File: config.mk
export PLATFORM = sky130hd
export DESIGN_NAME = bct_sweep
export DESIGN_NICKNAME = d
export VERILOG_FILES = /design/src/rtl/bct_pkg.sv /design/src/rtl/bct_sweep.sv
export SDC_FILE = /design/constraint.sdc
export NUM_CORES = 1
export LEC_CHECK = 0
export ABC_AREA = 1
export BUFFER_PORTS_ARGS = -buffer_cell sky130_fd_sc_hd__buf_4
export CAP_MARGIN = 20
export CORE_MARGIN = 10
export CORE_UTILIZATION = 55
export CTS_CLUSTER_DIAMETER = 40
export DETAILED_ROUTE_END_ITERATION = 8
export PLACE_DENSITY_LB_ADDON = 0.15
export SLEW_MARGIN = 25
export SYNTH_ARGS = -nofsm -noshare
export SYNTH_HDL_FRONTEND = slang
export SYNTH_SLANG_ARGS = --single-unit
File: constraint.sdc
create_clock -name clk -period 2 [get_ports clk]
set_input_delay 0.3 -clock clk [delete_from_list [all_inputs] [get_ports clk]]
set_output_delay 0.3 -clock clk [all_outputs]
set_load 0.01 [all_outputs]
File: src/rtl/bct_pkg.sv
// Shared types and constants for the birthday collision table.
package bct_pkg;

  localparam int HASH_W        = 64;
  localparam int BIRTHDAY_BITS = 50;
  localparam int IDX_LSB       = HASH_W - BIRTHDAY_BITS;
  localparam int KEY_W         = 5;
  localparam int NONCE_W       = 26;
  localparam int EARLY_W       = 27;
  localparam int ENTRY_W       = KEY_W + NONCE_W;

  typedef enum logic {
    CMD_PROBE = 1'b0,
    CMD_CLEAR = 1'b1
  } cmd_t;

  typedef enum logic {
    SWP_IDLE = 1'b0,
    SWP_RUN  = 1'b1
  } swp_state_t;

  // status from the clearing sequencer
  typedef struct packed {
    logic busy;
    logic wr_en;
    logic report;
  } swp_stat_t;

endpackage

File: src/rtl/bct_sweep.sv
// Clearing sequencer: zeroes every table entry after reset and on a clear request.
module bct_sweep
  import bct_pkg::*;
#(
  parameter int ADDR_W = 16
) (
  input  logic              clk,
  input  logic              rst_n,
  input  logic              clear_req,
  output swp_stat_t         stat,
  output logic [ADDR_W-1:0] wr_addr
);

  swp_state_t        state_r, state_nxt;
  logic [ADDR_W-1:0] idx_r, idx_nxt;
  logic              report_r, report_nxt;
  logic              last;

  assign last = &idx_r;

  always_comb begin
    state_nxt = state_r;
    unique case (state_r)
      SWP_IDLE: if (clear_req) state_nxt = SWP_RUN;
      SWP_RUN:  if (last) state_nxt = SWP_IDLE;
      default:  state_nxt = SWP_IDLE;
    endcase
  end

  always_comb begin
    stat    = '0;
    wr_addr = idx_r;
    unique case (state_r)
      SWP_IDLE: begin
        stat = '0;
      end
      SWP_RUN: begin
        stat.busy   = 1'b1;
        stat.wr_en  = 1'b1;
        stat.report = last & report_r;
      end
      default: stat = '0;
    endcase
  end

  always_comb begin
    idx_nxt    = idx_r;
    report_nxt = report_r;
    if (state_r == SWP_RUN) begin
      idx_nxt = idx_r + 1'b1;
      if (last) report_nxt = 1'b0;
    end else if (clear_req) begin
      report_nxt = 1'b1;
    end
  end

  always_ff @(posedge clk) begin
    if (!rst_n) begin
      state_r  <= SWP_RUN;
      idx_r    <= '0;
      report_r <= 1'b0;
    end else begin
      state_r  <= state_nxt;
      idx_r    <= idx_nxt;
      report_r <= report_nxt;
    end
  end

endmodule

Yosys cells after proc, flatten, opt, wreduce, memory -nomap -nowiden
Cells that the tools add are included.
Widths: inputs -> output; s select.
{"block": "word_totals", "input_bits": 3, "regBits": 18, "latchBits": 0, "mem_bits_ro": 0, "wordCells": 17, "mem_bits_rw": 0, "n_memories": 0}
{"block": "op_classes", "n_bitwise": 2, "n_lt_le_gt_ge": 0, "eq_ne": 1, "reduce_logical": 3, "mul": 0, "shift": 0, "n_div": 0, "add_sub_neg": 1, "mux": 7}
{"operator": "$add 16x1->16 const B", "n": 1}
{"operator": "$reduce_and 16->1", "n": 1}
{"operator": "$pmux 3 s2", "n": 1}
{"operator": "$mux 1", "n": 5}
{"operator": "$ne 2x1->1 const B", "n": 1}
{"operator": "$pmux 1 s2", "n": 1}
{"operator": "$reduce_and 2->1", "n": 1}
{"operator": "$reduce_bool 2->1", "n": 1}
{"operator": "$and 1x1->1", "n": 1}
{"operator": "$not 1->1", "n": 1}

Logic depth before layout (Yosys ltp)
{"block": "logic_depth", "depth_word": 3, "depth_mapped": 8, "depth_no_buf": 8}

Worst setup path after synthesis
OpenSTA, ideal clock, no wires.
{"block": "synth_timing", "path_kind": "reg-to-output", "start": "register idx_r[1], in the netlist wr_addr[1]", "end": "output port stat[0] (netlist name)", "path_buffers": 0, "t_arrival_ns": 1.231, "required_time_ns": 1.700, "slack_ns": 0.469, "path_stages_with_launch": 6, "path_cell_list": "dfxtp_1 -> ha_1 -> nand3_2 -> nor2_2 -> nand2_1 -> nor3b_2"}
{"element": "start: declaration", "line_no": "bct_sweep.sv:15", "source": "logic [ADDR_W-1:0] idx_r, idx_nxt;"}
{"element": "start signal: assignment", "line_no": "bct_sweep.sv:64", "source": "idx_r <= idx_nxt;"}
{"element": "end: declaration", "line_no": "bct_sweep.sv:10", "source": "output swp_stat_t stat,"}

==> impl_metrics.toml <==
[place]
gp_congestion = 0.818
place_hpwl_um = 1610
post-place-ws_ns = 0.340
io_buffer_count = 21

[critical_path]
required_ns = 1.70
worstPathArrival_ns = 1.57
cp-endpoint = "stat[0]"
path_max_fanout = 6
r2r_cells = 8
setup.worst_path.end_class = "output port"
r2r-start = "state_r"
r2r-end = "wr_addr[15]"
criticalPathCategory = "flip-flop to output port"
crit_path_start = "wr_addr[1]"
worstSetupStartpointType = "flip-flop"
reg2reg_slack_ns = 0.70

[clock_network]
cts_tree = "built"
cts_sinks = 18
hold_buffers = 0
clkTransAtPathRegs_ns = 0.11
numCtsBuffers = 3
clk_path_buf_depth = 2
cts-htree-levels = 1
postCtsSetupBuffers = 0
cts-root-buf = "clkbuf_4"
clk_latency_ns = 0.29

[yosys]
yosysWarnings = 0
synth_cell_types = 22
yosys_register_bits = 18
synthesis.area_um2 = 948
syn_inst = 135
synth_fp_nets = 139
synth_seq_area_share = 0.380
avgSynthCellArea_um2 = 7.03

[cells_and_area]
finalNetCount = 162
drive_gt1_frac = 0.261
syn2layout_area_growth_pct = 21.5
layout_common_cells = "nand2_1 (33), nor2_1 (26), buf_4 (22), dfxtp_1 (16), inv_1 (13)"
final_common_cell = "nand2_1"
diodes = 0

[drt]
vias = 892
drt_iter0_drc = 20
drc_errors = 0
drt_wl_total_um = 2130
avgViaCountPerCell = 5.16
ant_nets = 0
wl_per_cell_um = 12.3
first_pass_iters = 5

[sta]
setup-violations-final = 0
drv_slew = 0
tns_ns = 0
rsz0062_at_grt = "false"
hold_slack_ns = 0.315
timing.final.crit_share = 0.933
max_freq_mhz = 536
maxSlewHeadroom = 0.852
skew_ns = 0.00455
period_needed_ns = 1.87
worst-slew-pin-transition_ns = 0.222
hold_viol_final = 0
setup_ws_ns = 0.134

[worst_hold_path]
hold_class = "input port to flip-flop"

[die]
die_x_um = 61.5
die_area_um2 = 3790
start_util = 0.602
rows = 14
die_h_um = 61.5
io_pins = 22
core-area_um2 = 1580

[global_route]
grt_pass1_wl_um = 3580
overflow = 0
track_usage = 0.120
grt_max_degree = 15
antenna_found_initial = 0
grt_pass1_vias = 875

[power]
seqPwrFrac = 0.583
p_per_area_nw_per_um2 = 552
p_leak_nw = 0.539
p_int_mw = 0.492
p_switching_mw = 0.145
netSwitchingFraction = 0.227
pwr-share-clk = 0.355
comb_power_share = 0.062
ir_drop_uv = 362

[run_status]
status = "finished, final reports clean"

[job]
cap_violations = 0
-- power by group through the flow --
stage | clock network [mW] | registers [mW] | logic [mW]
floorplan | 0 | 0.379 | 0.0202
global placement | 0 | 0.377 | 0.0373
detailed placement | 0 | 0.378 | 0.0387
CTS | 0.233 | 0.370 | 0.0388
global route | 0.255 | 0.372 | 0.0449
finish | 0.226 | 0.371 | 0.0395
-- registers in the layout, summed over array words and instances (netlist names) --
name and cells:
report_r 1, state_r 1, wr_addr 16
-- Yosys cell counts (all sizes together) --
cell type | number | area share
nand2 | 35 | 0.15
nor2 | 32 | 0.17
dfxtp | 18 | 0.38
inv | 14 | 0.055
nand3 | 12 | 0.069
a21oi | 7 | 0.037
buf | 4 | 0.029
o21ai | 4 | 0.021
nor3 | 2 | 0.011
nor3b | 2 | 0.026
xor2 | 2 | 0.018
a31oi | 1 | 0.0066
ha | 1 | 0.013
nand4 | 1 | 0.0066
-- cell families after synthesis --
group | after synthesis | synth area share
XOR/XNOR | 2 | 0.0185
flip-flops | 18 | 0.380
adder cells (fa/ha/maj) | 1 | 0.0132
AO/OA/AOI/OAI | 12 | 0.0646
AND/OR/NAND/NOR | 84 | 0.439
buffers and inverters | 18 | 0.0844
-- per-stage QoR --
stage,power [mW],utilization,area (um2),std cells
floorplan,0.400,-,948,135
global placement,0.415,0.702,1110,169
detailed placement,0.417,0.702,1110,169
CTS,0.642,0.725,1140,173
global route,0.672,0.731,1150,173
finish,0.636,0.731,1150,173
-- worst min-delay path by stage --
stage | startpoint | to | slack, ns | depth (start not counted)
after floorplan | rst_n | wr_addr[0] | 0.44 | 2
after global placement | report_r | report_r | 0.50 | 2
after detailed placement | report_r | report_r | 0.51 | 2
after CTS | rst_n | wr_addr[14] | 0.31 | 3
after global routing | rst_n | wr_addr[8] | 0.31 | 3
final | rst_n | wr_addr[14] | 0.32 | 3
-- cell type report --
cell class | count | area, um2
Timing Repair Buffer | 22 | 165
Fill cell | 138 | 424
Clock buffer | 4 | 36.3
Tap cell | 16 | 20.0
Inverter | 14 | 52.6
Sequential cell | 18 | 363
Multi-Input combinational cell | 99 | 515
-- routing by layer --
layer | up-vias | routed length [um] | global-route usage
met4 | 0 | 14 | 0.0478
met2 | 26 | 995 | 0.211
met3 | 2 | 177 | 0.0453
li1 | 464 | - | -
met5 | - | 0 | 0
met1 | 400 | 943 | 0.126
-- worst max-delay path: stages, from the launching register on --
cell     delay [ns]
dfxtp_2        0.38
ha_2           0.21
nand3_2        0.12
nor2_4         0.16
nand2_1        0.10
nor3b_2        0.16
buf_4          0.14
-- repair_timing --
item,CTS,global route
setup endpoints to repair,0,1
gates resized for setup,0,4
hold endpoints to repair,0,0
Note: power is estimated with default switching activity, not from simulation.
