**config.mk**
```make
export PLATFORM = sky130hd
export DESIGN_NAME = bct_probe
export DESIGN_NICKNAME = d
export VERILOG_FILES = /design/src/rtl/bct_pkg.sv /design/src/rtl/bct_probe.sv
export SDC_FILE = /design/constraint.sdc
export NUM_CORES = 1
export LEC_CHECK = 0
export BUFFER_PORTS_ARGS = -buffer_cell sky130_fd_sc_hd__buf_4
export CAP_MARGIN = 20
export CORE_MARGIN = 4
export CORE_UTILIZATION = 43
export DETAILED_ROUTE_END_ITERATION = 8
export GPL_ROUTABILITY_DRIVEN = 0
export PLACE_DENSITY = 0.76
export SLEW_MARGIN = 30
export SYNTH_ARGS = -nofsm -noshare
export SYNTH_HDL_FRONTEND = slang
export SYNTH_SLANG_ARGS = --single-unit
```
**constraint.sdc**
```tcl
create_clock -name clk -period 2.4 [get_ports clk]
set_input_delay 0.48 -clock clk [delete_from_list [all_inputs] [get_ports clk]]
set_output_delay 0.48 -clock clk [all_outputs]
set_load 0.02 [all_outputs]
```
**src/rtl/bct_pkg.sv**
```systemverilog
// Shared types and constants for the birthday collision table.
package bct_pkg;

  localparam int HASH_W        = 64;
  localparam int BIRTHDAY_BITS = 50;
  localparam int IDX_LSB       = HASH_W - BIRTHDAY_BITS;
  localparam int KEY_W         = 5;
  localparam int NONCE_W       = 26;
  localparam int EARLY_W       = 27;
  localparam int ENTRY_W       = KEY_W + NONCE_W;

  typedef enum logic {
    CMD_PROBE = 1'b0,
    CMD_CLEAR = 1'b1
  } cmd_t;

  typedef enum logic {
    SWP_IDLE = 1'b0,
    SWP_RUN  = 1'b1
  } swp_state_t;

  // status from the clearing sequencer
  typedef struct packed {
    logic busy;
    logic wr_en;
    logic report;
  } swp_stat_t;

endpackage

```
**src/rtl/bct_probe.sv**
```systemverilog
// Probe stage: key compare on the read entry, write-back request, result register.
module bct_probe
  import bct_pkg::*;
#(
  parameter int ADDR_W = 16
) (
  input  logic               clk,
  input  logic               rst_n,
  input  logic               req_valid,
  input  logic [ADDR_W-1:0]  req_idx,
  input  logic [KEY_W-1:0]   req_key,
  input  logic [NONCE_W-1:0] req_nonce,
  input  logic [ENTRY_W-1:0] rd_data,
  input  logic               mem_wr_en,
  input  logic [ADDR_W-1:0]  mem_wr_addr,
  input  logic [ENTRY_W-1:0] mem_wr_data,
  input  logic               clear_report,
  output logic               wr_en,
  output logic [ADDR_W-1:0]  wr_addr,
  output logic [ENTRY_W-1:0] wr_data,
  output logic               out_valid,
  output logic               out_hit,
  output logic [EARLY_W-1:0] out_earlier_nonce,
  output logic [NONCE_W-1:0] out_later_nonce
);

  logic               s1_valid_r;
  logic [ADDR_W-1:0]  s1_idx_r;
  logic [KEY_W-1:0]   s1_key_r;
  logic [NONCE_W-1:0] s1_nonce_r;

  logic               lw_en_r;
  logic [ADDR_W-1:0]  lw_addr_r;
  logic [ENTRY_W-1:0] lw_data_r;

  logic               out_valid_r, out_valid_nxt;
  logic               out_hit_r, out_hit_nxt;
  logic [EARLY_W-1:0] out_earlier_r, out_earlier_nxt;
  logic [NONCE_W-1:0] out_later_r, out_later_nxt;

  logic [ENTRY_W-1:0] entry;
  logic               hit;

  // the read was taken on the same edge as the previous write: forward it
  assign entry = (lw_en_r && lw_addr_r == s1_idx_r) ? lw_data_r : rd_data;
  assign hit   = (entry != '0) && (entry[ENTRY_W-1 -: KEY_W] == s1_key_r);

  assign wr_en   = s1_valid_r & ~hit;
  assign wr_addr = s1_idx_r;
  assign wr_data = {s1_key_r, s1_nonce_r};

  always_comb begin
    out_valid_nxt   = 1'b0;
    out_hit_nxt     = 1'b0;
    out_earlier_nxt = '0;
    out_later_nxt   = '0;
    if (s1_valid_r) begin
      out_valid_nxt = 1'b1;
      if (hit) begin
        out_hit_nxt     = 1'b1;
        out_earlier_nxt = {1'b0, entry[NONCE_W-1:0]};
        out_later_nxt   = s1_nonce_r;
      end
    end else if (clear_report) begin
      out_valid_nxt = 1'b1;
    end
  end

  always_ff @(posedge clk) begin
    if (!rst_n) begin
      s1_valid_r  <= 1'b0;
      lw_en_r     <= 1'b0;
      out_valid_r <= 1'b0;
    end else begin
      s1_valid_r  <= req_valid;
      lw_en_r     <= mem_wr_en;
      out_valid_r <= out_valid_nxt;
    end
  end

  always_ff @(posedge clk) begin
    s1_idx_r      <= req_idx;
    s1_key_r      <= req_key;
    s1_nonce_r    <= req_nonce;
    lw_addr_r     <= mem_wr_addr;
    lw_data_r     <= mem_wr_data;
    out_hit_r     <= out_hit_nxt;
    out_earlier_r <= out_earlier_nxt;
    out_later_r   <= out_later_nxt;
  end

  assign out_valid         = out_valid_r;
  assign out_hit           = out_hit_r;
  assign out_earlier_nonce = out_earlier_r;
  assign out_later_nonce   = out_later_r;

endmodule

```
* After elaboration in Yosys (flattened, before gate mapping)
Index checks and enable logic that the tools add are counted.
** Word-level totals
- Register bits :: 151
- Bits of input ports :: 130
- Output and inout port bits :: 103
- Logic and storage cells :: 24
** Operators by class
- Equality and inequality tests :: 2
- Mux-type cells :: 4
- Bitwise operators :: 2
- Reduce and logical (&&, ||, !) cells :: 4
** Operators by type and width (count)
- $mux 31 :: 1
- $reduce_bool 31->1 :: 1
- $eq 16x16->1 :: 1
- $eq 5x5->1 :: 1
- $mux 1 :: 3
- $logic_and 1x1->1 :: 2
- $reduce_and 2->1 :: 1
- $and 1x1->1 :: 1
- $not 1->1 :: 1

* Logic depth before layout (Yosys ltp)
Gate-level depths: netlist (run 1).
- Word-level depth :: 7
- Gate-level depth with buffers :: 10
- Gate-level depth less buffers :: 8

* Worst setup path before layout (run 1)
Ideal clock, no wire load.
- Path type :: register to output
- Start :: register s1_idx_r[10], in the netlist wr_addr[10]
- End :: output wr_en
- Data arrival time :: 1.904 ns
- Data required time :: 1.920 ns
- Slack :: 0.016 ns
- Stages on the path, launching flop included :: 8
- Buffers on the path :: 1
- Cell sequence :: dfxtp_1 > xor2_1 > nor4_1 > and3_1 > nand3_1 > buf_6 > mux2i_4 > a31oi_1
** On the way
- Word-level cells in the longest chain between the ends :: 7
** Ends and longest elaborated chain
- from (decl) :: line bct_probe.sv:28 : logic [ADDR_W-1:0] s1_idx_r;
- from (signal assigned) :: line bct_probe.sv:82 : s1_idx_r <= req_idx;
- $eq 16x16->1 * :: line bct_probe.sv:45 : assign entry = (lw_en_r && lw_addr_r == s1_idx_r) ? lw_data_r : rd_data;
- $logic_and 1x1->1 * :: line bct_probe.sv:45
- $mux 31 * :: line bct_probe.sv:45
- $reduce_bool 31->1 / $eq 5x5->1 (equally long branches) :: line bct_probe.sv:46 : assign hit = (entry != '0) && (entry[ENTRY_W-1 -: KEY_W] == s1_key_r);
- $logic_and 1x1->1 * :: line bct_probe.sv:46
- $not 1->1 * :: line bct_probe.sv:48 : assign wr_en = s1_valid_r & ~hit;
- $and 1x1->1 * :: line bct_probe.sv:48
- to (decl) :: line bct_probe.sv:18 : output logic wr_en,
Every way passes the cells marked *; elsewhere a longest branch is shown, timed or not.

* Worst setup path in the final report (run 1)
- Start :: register lw_addr_r[4]
- End :: output wr_en
** On the way
- Word-level cells in the longest chain between the ends :: 7
** Ends and longest elaborated chain
- from (decl) :: line bct_probe.sv:33 : logic [ADDR_W-1:0] lw_addr_r;
- from (signal assigned) :: line bct_probe.sv:85 : lw_addr_r <= mem_wr_addr;
- $eq 16x16->1 * :: line bct_probe.sv:45
- $logic_and 1x1->1 * :: line bct_probe.sv:45
- $mux 31 * :: line bct_probe.sv:45
- $reduce_bool 31->1 / $eq 5x5->1 (equally long branches) :: line bct_probe.sv:46
- $logic_and 1x1->1 * :: line bct_probe.sv:46
- $not 1->1 * :: line bct_probe.sv:48
- $and 1x1->1 * :: line bct_probe.sv:48
Marked as above.

==> results of run 1 <==
-- sequential cells by signal, indices dropped and copies added (netlist names) --
register           flops
s1_key_r               5
lw_en_r                1
lw_addr_r             16
lw_data_r             31
out_valid              1
s1_nonce_r            26
s1_valid_r             1
wr_addr               16
out_earlier_nonce     26
out_later_nonce       26
out_hit                1
-- metrics by stage --
step / hold WS (ps) / cells
after floorplan: 440 / 310
after global placement: 437 / 667
after detailed placement: 441 / 667
after CTS: 51.2 / 700
after global routing: 45.6 / 700
final: 73.9 / 700
-- logic make-up (layout without fill, tap and decap cells) --
logic type,count (synthesis),in the layout
buffers and inverters,14,275
flip-flops,150,150
AO/OA/AOI/OAI,9,9
AND/OR/NAND/NOR,87,87
XOR/XNOR,22,22
multiplexers,27,27
other,1,1
-- layout make-up --
class | instances | share of cell area [%]
Timing Repair Buffer | 237 | 26.9
Inverter | 6 | 0.359
Tap cell | 129 | 2.44
Multi-Input combinational cell | 146 | 16.1
Sequential cell | 150 | 45.4
Clock buffer | 17 | 6.26
Clock inverter | 15 | 2.44
-- cell usage after synthesis --
master | n | share of area [%]
and2_1 | 28 | 4.3
buf_1 | 2 | 0.18
inv_1 | 5 | 0.46
buf_2 | 2 | 0.24
nand3_1 | 2 | 0.24
mux2i_1 | 26 | 6.3
a31oi_1 | 2 | 0.30
nor2_1 | 28 | 2.6
conb_1 | 1 | 0.091
and3_1 | 1 | 0.15
buf_6 | 1 | 0.27
o211ai_2 | 1 | 0.30
clkinv_2 | 1 | 0.12
mux2i_4 | 1 | 0.55
o21a_1 | 1 | 0.18
nor4_1 | 16 | 2.4
xnor2_1 | 10 | 2.1
dfxtp_1 | 150 | 73
xor2_1 | 12 | 2.6
or4_1 | 1 | 0.18
nand4_1 | 7 | 1.1
o221ai_1 | 1 | 0.21
nor3_1 | 3 | 0.37
nand3_4 | 1 | 0.43
buf_4 | 3 | 0.55
a31o_2 | 2 | 0.43
o22ai_1 | 1 | 0.15
o21ai_0 | 1 | 0.12
-- report_power, final --
group	switching (mW)	internal [mW]
logic	0.164	0.239
registers	0.0516	2.58
clock network	1.15	1.34
-- metal layers --
metal	global-route usage, %	vias to the layer above	part of all wire [%]
met2	35.2	157	50
met3	10.8	14	12
met1	20.0	1403	36
li1	-	1536	-
met5	0	-	0
met4	7.31	0	1.6
-- worst paths after layout --
check / startpoint / to / slack [ps] / cells past startpoint
worst max-delay path: lw_addr_r[4]$_DFF_P_ / wr_en / -290 / 8
worst min-delay path: req_nonce[23] / s1_nonce_r[23]$_DFF_P_ / 70 / 1
worst max register to register: lw_addr_r[4]$_DFF_P_ / out_later_nonce[5]$_SDFF_PN0_ / 230 / 9
worst min register to register: s1_nonce_r[19]$_DFF_P_ / out_later_nonce[19]$_SDFF_PN0_ / 460 / 1
-- repair_timing --
| action | CTS | global route |
|---|---|---|
| gates cloned | 0 | 0 |
| pin swaps | 6 | 1 |
| buffers inserted | 1 | 0 |
| setup endpoints to repair | 1 | 1 |
| resized for setup | 9 | 1 |
==> results.md, run 1 <==
| Step | Result | Reported |
|---|---|---|
| status | Run status | finished with violations |
| status | Violations in the final reports | negative setup slack |
| global routing | Maximum number of pins on one net before global-route repair | 28 |
| sta | Tcrit/Tclk final | 112% |
| floorplanning | Die area | 0.0112 mm² |
| place | Total of buffers placed on input and output ports | 231 |
| synthesis | Number of nets in the synthesized netlist | 440 |
| cells and area | Post-layout util | 71.3% |
| synthesis | Mean post-synth cell area | 13.3 µm² |
| worst setup path | Slowest stage cell on the critical path | dfxtp_1 |
| clock tree | Number of H-tree levels | 4 |
| synthesis | Largest family of logic cells by synthesized area | simple AND/OR/NAND/NOR gates |
| clock tree | CTS root buf | clkbuf_8 |
| cells and area | Number of nets at the end of the flow | 688 |
| clock tree | Maximum root-to-sink buffer count | 2 |
| worst setup path | Buf/Inv on CP | 2 |
| place | Post-Place Worst Slack | -17.1 ps |
| synthesis | Area share of fa/ha/maj cells after synthesis | 0% |
| synthesis | Count of synthesis-stage warnings from yosys | 0 |
| synthesis | Synthesized-area fraction occupied by xor and xnor cells | 4.69% |
| cells and area | Total area of sequential cells | 0.00301 mm² |
| synthesis | Number of standard cells after synthesis | 310 |
| detailed routing | Routed wire per std cell | 16.1 µm |
| floorplanning | Horizontal die dimension | 106 µm |
| synthesis | Post-synthesis register bit count | 150 |
| clock tree | Number of clock buffers inserted by TritonCTS | 17 |
| synthesis | Post-synthesis cell area | 0.00411 mm² |
| detailed routing | DRT Wirelength | 11.2 mm |
| worst setup path | Cell Chain, Critical Path | xor2_1 -> nor4_1 -> and3_2 -> buf_6 -> a31o_4 -> nand3_2 -> a31oi_1 -> buf_4 |
| sta | Endpoints failing hold | 0 |
| pwr | Maximum ir drop on the vdd rail | 0.000639 V |
| clock tree | Sinks on Clock Net | 150 |
| floorplanning | # rows | 35 |
| cells and area | Cell area after layout | 0.00662 mm² |
| clock tree | Clock transition at the register clock pins on the worst setup and hold paths after CTS | 70 ps |
| detailed routing | Count of nets left with antenna violations after detail routing | 0 |
| clock tree | # hold bufs at CTS | 0 |
| sta | Total negative slack | -293 ps |
| worst setup path | Data arrival at the endpoint of the critical path | 2210 ps |
| pwr | Power consumption | 5.53 mW |
| cells and area | Footprint of the multi-input gates | 0.00107 mm² |
| place | DP HPWL | 9.04 mm |
| hold path | HP Class | in -> reg |
| synthesis | Compound-cell area share of the yosys netlist | 1.71% |
| detailed routing | First-pass DRT Iterations | 4 |
| cells and area | Total of fill cells in the finished design | 700 |
| cells and area | Antenna fix cells | 0 |
| sta | Fin worst setup slack | -293 ps |
| sta | Setup repair after global routing missed its margin | yes |
| synthesis | Share of synthesized area spent on multiplexers | 6.88% |
| worst setup path | Largest incremental delay on the critical path | 310 ps |
| cells and area | Most common cell after layout, fill and taps aside | buf_4 |
| detailed routing | Residual DRC count | 0 |
| sta | Min cycle time layout | 2690 ps |
| worst setup path | Critical path peak fanout | 3 |
| sta | Total setup violations reported at the end of the flow | 1 |
| clock tree | Clock tree from TritonCTS | yes |
| synthesis | Area fraction in and, or, nand and nor cells after synthesis | 11.7% |
| sta | Max Slew Vio Count | 0 |
| pwr | Pwr per Cell Area | 836 mW/mm² |
| global routing | GRT Resource Usage Total | 20.1% |
| worst setup path | Worst setup path class | reg -> out |
| cells and area | P&R area growth vs syn | 61.1% |
| floorplanning | Starting density of the core | 44.2% |
| synthesis | Unique cell type count in the Yosys netlist | 28 |
| detailed routing | Number of vias after detailed routing | 3110 |
| floorplanning | Total core area | 0.00928 mm² |
| global routing | Vias in the first global route | 3322 |
| sta | Fmax | 371 MHz |
| detailed routing | Number of violations reported at the end of detailed-routing iteration 0 | 58 |
| floorplanning | Die span in y | 106 µm |
| cells and area | Proportion of layout cells with a drive suffix above 1 | 49.6% |
| floorplanning | Number of I/O pins | 233 |
| worst setup path | Worst setup SP type | flip-flop |
| global routing | Remaining Overflow, GRT | 0 |
| worst setup path | CP Capture Type | output pin |
| global routing | Initial antenna violation count | 0 |
| worst setup path | CP required | 1920 ps |
| synthesis | Sequential area share after synthesis | 73.1% |
| pwr | Leakage dissipation | 3.25 nW |
| place | Placed instance area | 0.00599 mm² |
| sta | Worst Clk Skew | 11.4 ps |
| job | Max Cap Violations | 0 |
| cells and area | Top library cells by usage in the layout, fill and taps aside | 236 x buf_4, 147 x dfxtp_1, 28 x and2_1 |
| worst setup path | Worst path top cell family by delay | simple AND/OR/NAND/NOR gates |
| detailed routing | Vias per cell | 4.44 |
| global routing | First-pass GRT wire length | 17.2 mm |
| clock tree | Clock insertion delay at the later pin of the skew report | 500 ps |
Power figures use the tool's default switching activity.
==> run 2: changes to the inputs <==
==> constraint.sdc (replaced) <==
create_clock -name clk -period 2.4 [get_ports clk]
set_input_delay 0 -clock clk [delete_from_list [all_inputs] [get_ports clk]]
set_output_delay 0 -clock clk [all_outputs]
set_load 0.02 [all_outputs]
==> run 2 against run 1 <==
  * The flow now finishes without violations
  * Clock-buffer cell count increased by 1
  * Utilization rose by 13 points
  * Non-clock buffer count grew 123
  * Via count up 22%
  * Sequential cell count is the same
  * Critical path type unchanged
==> results.md, run 2 (same netlist as run 1, synthesis figures left out) <==
| Step | Result | Reported | Change |
|---|---|---|---|
| floorplanning | Die span in y | 106 µm | unchanged |
| worst setup path | Worst setup SP type | flip-flop | unchanged |
| status | Run status | complete, no violations | was finished with violations |
| cells and area | P&R area growth vs syn | 90.7% | was 61.1% |
| pwr | Combinational share of power | 10.4% | was 7.3% |
| cells and area | Antenna fix cells | 0 | unchanged |
| global routing | Remaining Overflow, GRT | 0 | unchanged |
| worst setup path | CP required | 2400 ps | was 1920 ps |
| clock tree | Clock transition at the register clock pins on the worst setup and hold paths after CTS | 70 ps | about the same |
| pwr | Pwr per Cell Area | 729 mW/mm² | was 836 mW/mm² |
| worst setup path | Setup slack of the worst register-to-register path | 120 ps | was 230 ps |
| clock tree | Number of clock buffers inserted by TritonCTS | 17 | unchanged |
| cells and area | Max reg flops | 31 | unchanged |
| hold path | Worst min-delay path startpoint | req_nonce[25] | was req_nonce[23] |
| pwr | Share of total power consumed by net switching | 24.6% | about the same |
| pwr | Clock network fraction of total power | 43.3% | was 45.1% |
| place | DP HPWL | 9.22 mm | was 9.04 mm |
| clock tree | Maximum root-to-sink buffer count | 2 | unchanged |
| sta | Max Slew Vio Count | 0 | unchanged |
| clock tree | Clock insertion delay at the later pin of the skew report | 510 ps | was 500 ps |
| cells and area | Register bank with the most flops | lw_data_r | unchanged |
| cells and area | Non-filler cells, final | 823 | was 700 |
| worst setup path | Worst setup path class | reg -> out | unchanged |
| floorplanning | Number of I/O pins | 233 | unchanged |
| worst setup path | Data arrival at the endpoint of the critical path | 2290 ps | was 2210 ps |
| sta | Fmax | 437 MHz | was 371 MHz |
| cells and area | Post-layout util | 84.4% | was 71.3% |
| clock tree | Clock tree from TritonCTS | yes | unchanged |
| global routing | First-pass GRT wire length | 23.3 mm | was 17.2 mm |
| worst setup path | Critical path peak fanout | 3 | unchanged |
| detailed routing | Routed wire per std cell | 18.7 µm | was 16.1 µm |
| detailed routing | Residual DRC count | 0 | unchanged |
| pwr | Total net switching power | 1.41 mW | was 1.36 mW |
| sta | Endpoints failing hold | 0 | unchanged |
| worst setup path | Worst R2R End | out_later_nonce[13]$_SDFF_PN0_ | was out_later_nonce[5]$_SDFF_PN0_ |
| pwr | Power consumption | 5.71 mW | was 5.53 mW |
| hold path | HP Class | in -> reg | unchanged |
| place | Dpl cells | 664 | was 667 |
| clock tree | CTS root buf | clkbuf_8 | unchanged |
| global routing | Maximum number of pins on one net before global-route repair | 28 | unchanged |
| detailed routing | DRT Wirelength | 15.4 mm | was 11.2 mm |
| pwr | Internal power | 4.30 mW | was 4.17 mW |
| pwr | Maximum ir drop on the vdd rail | 0.000490 V | was 0.000639 V |
| sta | Tcrit/Tclk final | 95.4% | was 112% |
| cells and area | Cell area after layout | 0.00783 mm² | was 0.00662 mm² |
| worst setup path | Start point of the critical path | wr_addr[3]$_DFF_P_ | was lw_addr_r[4]$_DFF_P_ |
| place | Placed instance area | 0.00597 mm² | was 0.00599 mm² |
| worst setup path | Reg2Reg Launch Point | wr_addr[3]$_DFF_P_ | was lw_addr_r[4]$_DFF_P_ |
| detailed routing | Number of vias after detailed routing | 3795 | was 3110 |
| global routing | Initial antenna violation count | 0 | unchanged |
| worst setup path | Worst setup path endpoint | wr_en | unchanged |
| cells and area | Proportion of layout cells with a drive suffix above 1 | 40.2% | was 49.6% |
| cells and area | Number of nets at the end of the flow | 811 | was 688 |
| pwr | Leakage dissipation | 3.75 nW | was 3.25 nW |
| floorplanning | Starting density of the core | 44.2% | unchanged |
| worst setup path | Worst r2r path cells | 9 | unchanged |
| global routing | Vias in the first global route | 4447 | was 3322 |
| floorplanning | # rows | 35 | unchanged |
| worst setup path | CP Capture Type | output pin | unchanged |
| sta | Total setup violations reported at the end of the flow | 0 | was 1 |
| job | Max Cap Violations | 0 | unchanged |
| sta | Worst Clk Skew | 12.4 ps | was 11.4 ps |
| detailed routing | Number of violations reported at the end of detailed-routing iteration 0 | 135 | was 58 |
| floorplanning | Total core area | 0.00928 mm² | unchanged |
| detailed routing | Vias per cell | 4.61 | was 4.44 |
| pwr | Reg power frac | 46.3% | was 47.7% |
| clock tree | Sinks on Clock Net | 150 | unchanged |
| detailed routing | Count of nets left with antenna violations after detail routing | 0 | unchanged |
| detailed routing | First-pass DRT Iterations | 4 | unchanged |
| place | Total of buffers placed on input and output ports | 231 | unchanged |
| clock tree | Number of H-tree levels | 4 | unchanged |
| floorplanning | Die area | 0.0112 mm² | unchanged |
| cells and area | Most common cell after layout, fill and taps aside | buf_4 | unchanged |
| sta | Min cycle time layout | 2290 ps | was 2690 ps |
| global routing | GRT Resource Usage Total | 27.5% | was 20.1% |
| floorplanning | Horizontal die dimension | 106 µm | unchanged |
| cells and area | Top library cells by usage in the layout, fill and taps aside | 233 x buf_4, 149 x dfxtp_1, 126 x dlygate4sd3_1 | was 236 x buf_4, 147 x dfxtp_1, 28 x and2_1 |
[run 2: cell count changes in the layout (fill, tap and decap cells not counted), moves of 2 or more]
cell           previous run  this run
dfxtp_1                 147       149
clkinv_8                  3         0
dlygate4sd3_1             0       126
buf_4                   236       233
clkinv_4                  1         4
dfxtp_2                   3         1
[run 2: power by group through the flow]
stage	logic, mW	registers, mW	clock network, mW
floorplan	0.0728	2.74	0
global placement	0.398	2.69	0
detailed placement	0.402	2.69	0
CTS	0.570	2.64	2.50
global route	0.625	2.65	2.61
finish	0.593	2.64	2.47
[run 2: worst max-delay path: stages (launching register included)]
cell and delay, ps:
dfxtp_1 320, xor2_1 160, nor4_1 290, and3_2 300, buf_6 110, a31o_2 160, nand3_2 80, a31oi_2 180
buf_4 180
[run 2: worst min-delay path by stage]
stage	end	slack (ps)	cells past startpoint
floorplan	lw_addr_r[0]$_DFF_P_	30	0
global placement	s1_nonce_r[12]$_DFF_P_	100	1
detailed placement	s1_nonce_r[12]$_DFF_P_	110	1
CTS	s1_nonce_r[19]$_DFF_P_	110	2
global route	s1_nonce_r[25]$_DFF_P_	110	2
finish	s1_nonce_r[25]$_DFF_P_	130	2
[run 2: layer usage]
layer  track usage, %  vias up  share of wire, %
met2             50.7      211                52
met1             27.0     1768                36
met4             11.9        0               3.4
li1                 -     1778                 -
met3             11.1       38               9.0
met5                0        -                 0
[run 2: what timing repair did]
action | CTS | global route
endpoints found under the setup margin | 1 | 1
cloned | 0 | 0
resized for setup | 1 | 7
hold endpoints to repair | 123 | 0
setup buffers | 0 | 1
pin swaps | 0 | 3
hold buffers | 126 | 0
[run 2: stage by stage]
stage	worst slack [ps]	hold slack [ps]	setup TNS, ps
5_1_grt	-16.3	113	-21.2
2_1_floorplan	323	27.7	0
4_1_cts	3.83	110	0
3_5_place_dp	211	106	0
3_3_place_gp	266	104	0
6_report	111	132	0
[run 2: layout make-up]
| type | count | area (µm²) |
|---|---|---|
| Timing Repair Buffer | 360 | 3020 |
| Sequential cell | 150 | 3000 |
| Fill cell | 473 | 1450 |
| Multi-Input combinational cell | 146 | 1060 |
| Clock buffer | 18 | 428 |
| Tap cell | 129 | 161 |
| Clock inverter | 14 | 131 |
| Inverter | 6 | 23.8 |
==> run 3: changes to the inputs <==
BUFFER_PORTS_ARGS = default   (was -buffer_cell sky130_fd_sc_hd__buf_4)
CORE_UTILIZATION = 30   (was 43)
DONT_BUFFER_PORTS = 1   (was default)
PLACE_DENSITY = 0.42   (was 0.76)
REMOVE_ABC_BUFFERS = 1   (was default)
==> run 3 against run 2 <==
  * The flow now stops in clock tree synthesis (4_1_cts)
  * Synthesized cell count is the same
  * Area after synthesis did not move
==> results.md, run 3 <==
| Step | Result | Reported | Change |
|---|---|---|---|
| floorplanning | # rows | 42 | was 35 |
| floorplanning | Starting density of the core | 30.8% | was 44.2% |
| place | DP HPWL | 7.74 mm | was 9.22 mm |
| clock tree | Number of H-tree levels | 4 | unchanged |
| clock tree | # hold bufs at CTS | 108 | was 126 |
| synthesis | Proportion of netlist area held by the largest area contributor | 73.1% | unchanged |
| synthesis | Count of synthesis-stage warnings from yosys | 0 | unchanged |
| status | Failing step | clock tree synthesis (4_1_cts) |  |
| synthesis | Most instantiated cells after synthesis | 150 x dfxtp_1, 28 x and2_1, 28 x nor2_1 | unchanged |
| status | Run status | stopped before the end | was complete, no violations |
| place | Dpl cells | 502 | was 664 |
| clock tree | CTS resizes | 1 | unchanged |
| synthesis | Ranking of synthesized cells by area | dfxtp_1 73%, mux2i_1 6.3%, and2_1 4.3% | unchanged |
| synthesis | Post-synthesis cell area | 0.00411 mm² | unchanged |
| clock tree | CTS root buf | clkbuf_16 | was clkbuf_8 |
| clock tree | Maximum root-to-sink buffer count | 2 | unchanged |
| synthesis | Number of synthesized flops with an enable pin | 0 | unchanged |
| floorplanning | Die span in y | 125 µm | was 106 µm |
| synthesis | Dominant register cell in the synthesized netlist | dfxtp_1 | unchanged |
| synthesis | Post-synthesis register bit count | 150 | unchanged |
| synthesis | Library cell with the largest summed area after synthesis | dfxtp_1 | unchanged |
| clock tree | Sinks on Clock Net | 150 | unchanged |
| status | First error line in the log | [ERROR RSZ-0060] Max buffer count reached. |  |
| synthesis | Unique cell type count in the Yosys netlist | 28 | unchanged |
| clock tree | Postcts setup bufs | 0 | unchanged |
| synthesis | Mean post-synth cell area | 13.3 µm² | unchanged |
| synthesis | Sequential area share after synthesis | 73.1% | unchanged |
| clock tree | Number of clock buffers inserted by TritonCTS | 17 | unchanged |
| synthesis | Number of standard cells after synthesis | 310 | unchanged |
| synthesis | Synth async-reset ratio | 0% | unchanged |
| floorplanning | Horizontal die dimension | 125 µm | was 106 µm |
| floorplanning | Number of I/O pins | 233 | unchanged |
| place | Total of buffers placed on input and output ports | 0 | was 231 |
| synthesis | Most common cell in the netlist | dfxtp_1 | unchanged |
run 3: metrics by stage:
stage | cell area (µm²) | setup TNS [ps] | setup WS (ps) | hold WS (ps)
after global placement | 4460 | 0 | 76.1 | 27.8
after floorplan | 4060 | -41800 | -915 | 27.7
after detailed placement | 4460 | 0 | 12.7 | 27.8
run 3: logic make-up after synthesis:
kind of cell    after synthesis  synth area share, %
compound gates                9                 1.71
other cells                   1               0.0913
xor+xnor                     22                 4.69
flops                       150                 73.1
buf+inv                      14                 1.83
simple gates                 87                 11.7
mux                          27                 6.88
==> run 4: changes to the inputs <==
CORE_UTILIZATION = 20   (was 30)
PLACE_DENSITY = default   (was 0.42)
PLACE_DENSITY_LB_ADDON = 0.15   (was default)
==> run 4 against run 3 <==
  * The flow now finishes without violations
==> results.md, run 4 (same netlist as run 1, synthesis figures left out) <==
| Step | Result | Reported | Change |
|---|---|---|---|
| worst setup path | Worst setup path class | reg -> out |  |
| place | Total of buffers placed on input and output ports | 0 | unchanged |
| detailed routing | Residual DRC count | 0 |  |
| sta | Min cycle time layout | 2210 ps |  |
| worst setup path | Slowest stage cell on the critical path | dfxtp_1 |  |
| job | Max Cap Violations | 0 |  |
| floorplanning | Starting density of the core | 20.3% | was 30.8% |
| cells and area | Proportion of layout cells with a drive suffix above 1 | 13.4% |  |
| worst setup path | Buf/Inv on CP | 1 |  |
| cells and area | Register bank with the most flops | lw_data_r |  |
| hold path | HP Class | in -> reg |  |
| clock tree | CTS root buf | clkbuf_16 | unchanged |
| worst setup path | CP required | 2400 ps |  |
| global routing | Vias in the first global route | 3051 |  |
| pwr | Leakage dissipation | 2.73 nW |  |
| clock tree | Number of H-tree levels | 4 | unchanged |
| detailed routing | Number of vias after detailed routing | 2810 |  |
| sta | Setup repair after global routing missed its margin | no |  |
| floorplanning | Die span in y | 151 µm | was 125 µm |
| detailed routing | Count of nets left with antenna violations after detail routing | 0 |  |
| sta | Total setup violations reported at the end of the flow | 0 |  |
| floorplanning | Die area | 0.0229 mm² |  |
| global routing | Maximum number of pins on one net before global-route repair | 28 |  |
| clock tree | Clock tree from TritonCTS | yes |  |
| worst setup path | CP Capture Type | output pin |  |
| detailed routing | Number of violations reported at the end of detailed-routing iteration 0 | 51 |  |
| global routing | Remaining Overflow, GRT | 0 |  |
| pwr | Maximum ir drop on the vdd rail | 0.000435 V |  |
| worst setup path | Critical path peak fanout | 4 |  |
| detailed routing | Vias per cell | 3.72 |  |
| worst setup path | Largest incremental delay on the critical path | 320 ps |  |
| place | Dpl cells | 597 | was 502 |
| sta | Hold WS | 119 ps |  |
| cells and area | Cell area after layout | 0.00646 mm² |  |
| sta | Worst Clk Skew | 12.1 ps |  |
| place | Placed instance area | 0.00459 mm² | was 0.00446 mm² |
| global routing | GRT Resource Usage Total | 9.77% |  |
| cells and area | Antenna fix cells | 0 |  |
| clock tree | Postcts setup bufs | 0 | unchanged |
| cells and area | Top library cells by usage in the layout, fill and taps aside | 150 x dfxtp_1, 126 x dlygate4sd3_1, 28 x nor2_1, 28 x and2_1, 26 x mux2i_1 |  |
| place | DP HPWL | 8.46 mm | was 7.74 mm |
| floorplanning | Horizontal die dimension | 151 µm | was 125 µm |
| sta | Tcrit/Tclk final | 92.1% |  |
| pwr | Pwr per Cell Area | 870 mW/mm² |  |
| worst setup path | Data arrival at the endpoint of the critical path | 2210 ps |  |
| floorplanning | Total core area | 0.0202 mm² |  |
| cells and area | Most common cell after layout, fill and taps aside | dfxtp_1 |  |
| clock tree | Clock insertion delay at the later pin of the skew report | 420 ps |  |
| detailed routing | Routed wire per std cell | 15.4 µm |  |
| clock tree | Clock transition at the register clock pins on the worst setup and hold paths after CTS | 70 ps |  |
| clock tree | Number of clock buffers inserted by TritonCTS | 17 | unchanged |
| cells and area | P&R area growth vs syn | 57.2% |  |
| worst setup path | Cell Chain, Critical Path | xor2_1 -> nor4_1 -> and3_2 -> nand3_4 -> mux2i_4 -> a31oi_1 -> buf_4 |  |
| global routing | Initial antenna violation count | 0 |  |
| sta | Endpoints failing hold | 0 |  |
| cells and area | Number of nets at the end of the flow | 602 |  |
| clock tree | Maximum root-to-sink buffer count | 2 | unchanged |
| cells and area | Non-filler cells, final | 755 |  |
| status | Run status | complete, no violations | was stopped before the end |
| global routing | First-pass GRT wire length | 16.5 mm |  |
| worst setup path | Worst path top cell family by delay | simple AND/OR/NAND/NOR gates |  |
| sta | Fmax | 452 MHz |  |
| floorplanning | Number of I/O pins | 233 | unchanged |
| clock tree | Sinks on Clock Net | 150 | unchanged |
| worst setup path | Worst setup SP type | flip-flop |  |
| floorplanning | # rows | 52 | was 42 |
| detailed routing | First-pass DRT Iterations | 4 |  |
| cells and area | Max reg flops | 31 |  |
| sta | Max Slew Vio Count | 0 |  |
| detailed routing | DRT Wirelength | 11.6 mm |  |
-- run 4: worst paths after layout --
kind	slack, ps	to	cells past startpoint	start
max	190	wr_en	7	wr_addr[10]$_DFF_P_
min	120	s1_nonce_r[13]$_DFF_P_	1	req_nonce[13]
max reg2reg	250	out_later_nonce[22]$_SDFF_PN0_	8	wr_addr[10]$_DFF_P_
min reg2reg	490	out_earlier_nonce[25]$_SDFF_PN0_	2	lw_data_r[25]$_DFF_P_
-- run 4: timing repair --
action,CTS,global route
hold buffers,126,0
setup endpoints to repair,1,27
resized for setup,1,1
pin swaps,0,1
endpoints found under the hold margin,123,0
-- run 4: metal layers --
| metal | wire, µm | share of wire (%) | vias up | global-route usage (%) |
|---|---|---|---|---|
| li1 | - | - | 1364 | - |
| met1 | 4730 | 41 | 1283 | 11.2 |
| met2 | 5420 | 47 | 155 | 15.6 |
| met3 | 1310 | 11 | 8 | 4.67 |
| met4 | 133 | 1.1 | 0 | 4.08 |
| met5 | 0 | 0 | - | 0 |
-- run 4: where the power goes --
group	total (mW)	switching [mW]	internal, mW	leakage, nW
combinational	0.313	0.108	0.205	1.19
sequential	2.68	0.0949	2.58	1.25
clock	2.63	1.22	1.41	0.295
total	5.62	1.42	4.20	2.73
-- run 4: stage by stage --
step	setup TNS, ps	utilization, %	setup WS [ps]	power, mW
finish	0	31.9	190	5.62
global route	0	31.9	19.0	5.85
CTS	0	31.9	63.8	5.71
detailed placement	0	22.7	5.55	2.88
global placement	0	22.7	60.8	2.88
floorplan	-41800	-	-915	2.81
-- run 4: cell type report --
cell class | instances | area, µm²
flip-flops and latches | 150 | 3000
multi-input cells | 146 | 1040
clock inverters | 15 | 176
inverters | 6 | 23.8
clock buffers | 17 | 425
well taps | 270 | 338
repair buffers | 151 | 1450
fillers | 2024 | 13800
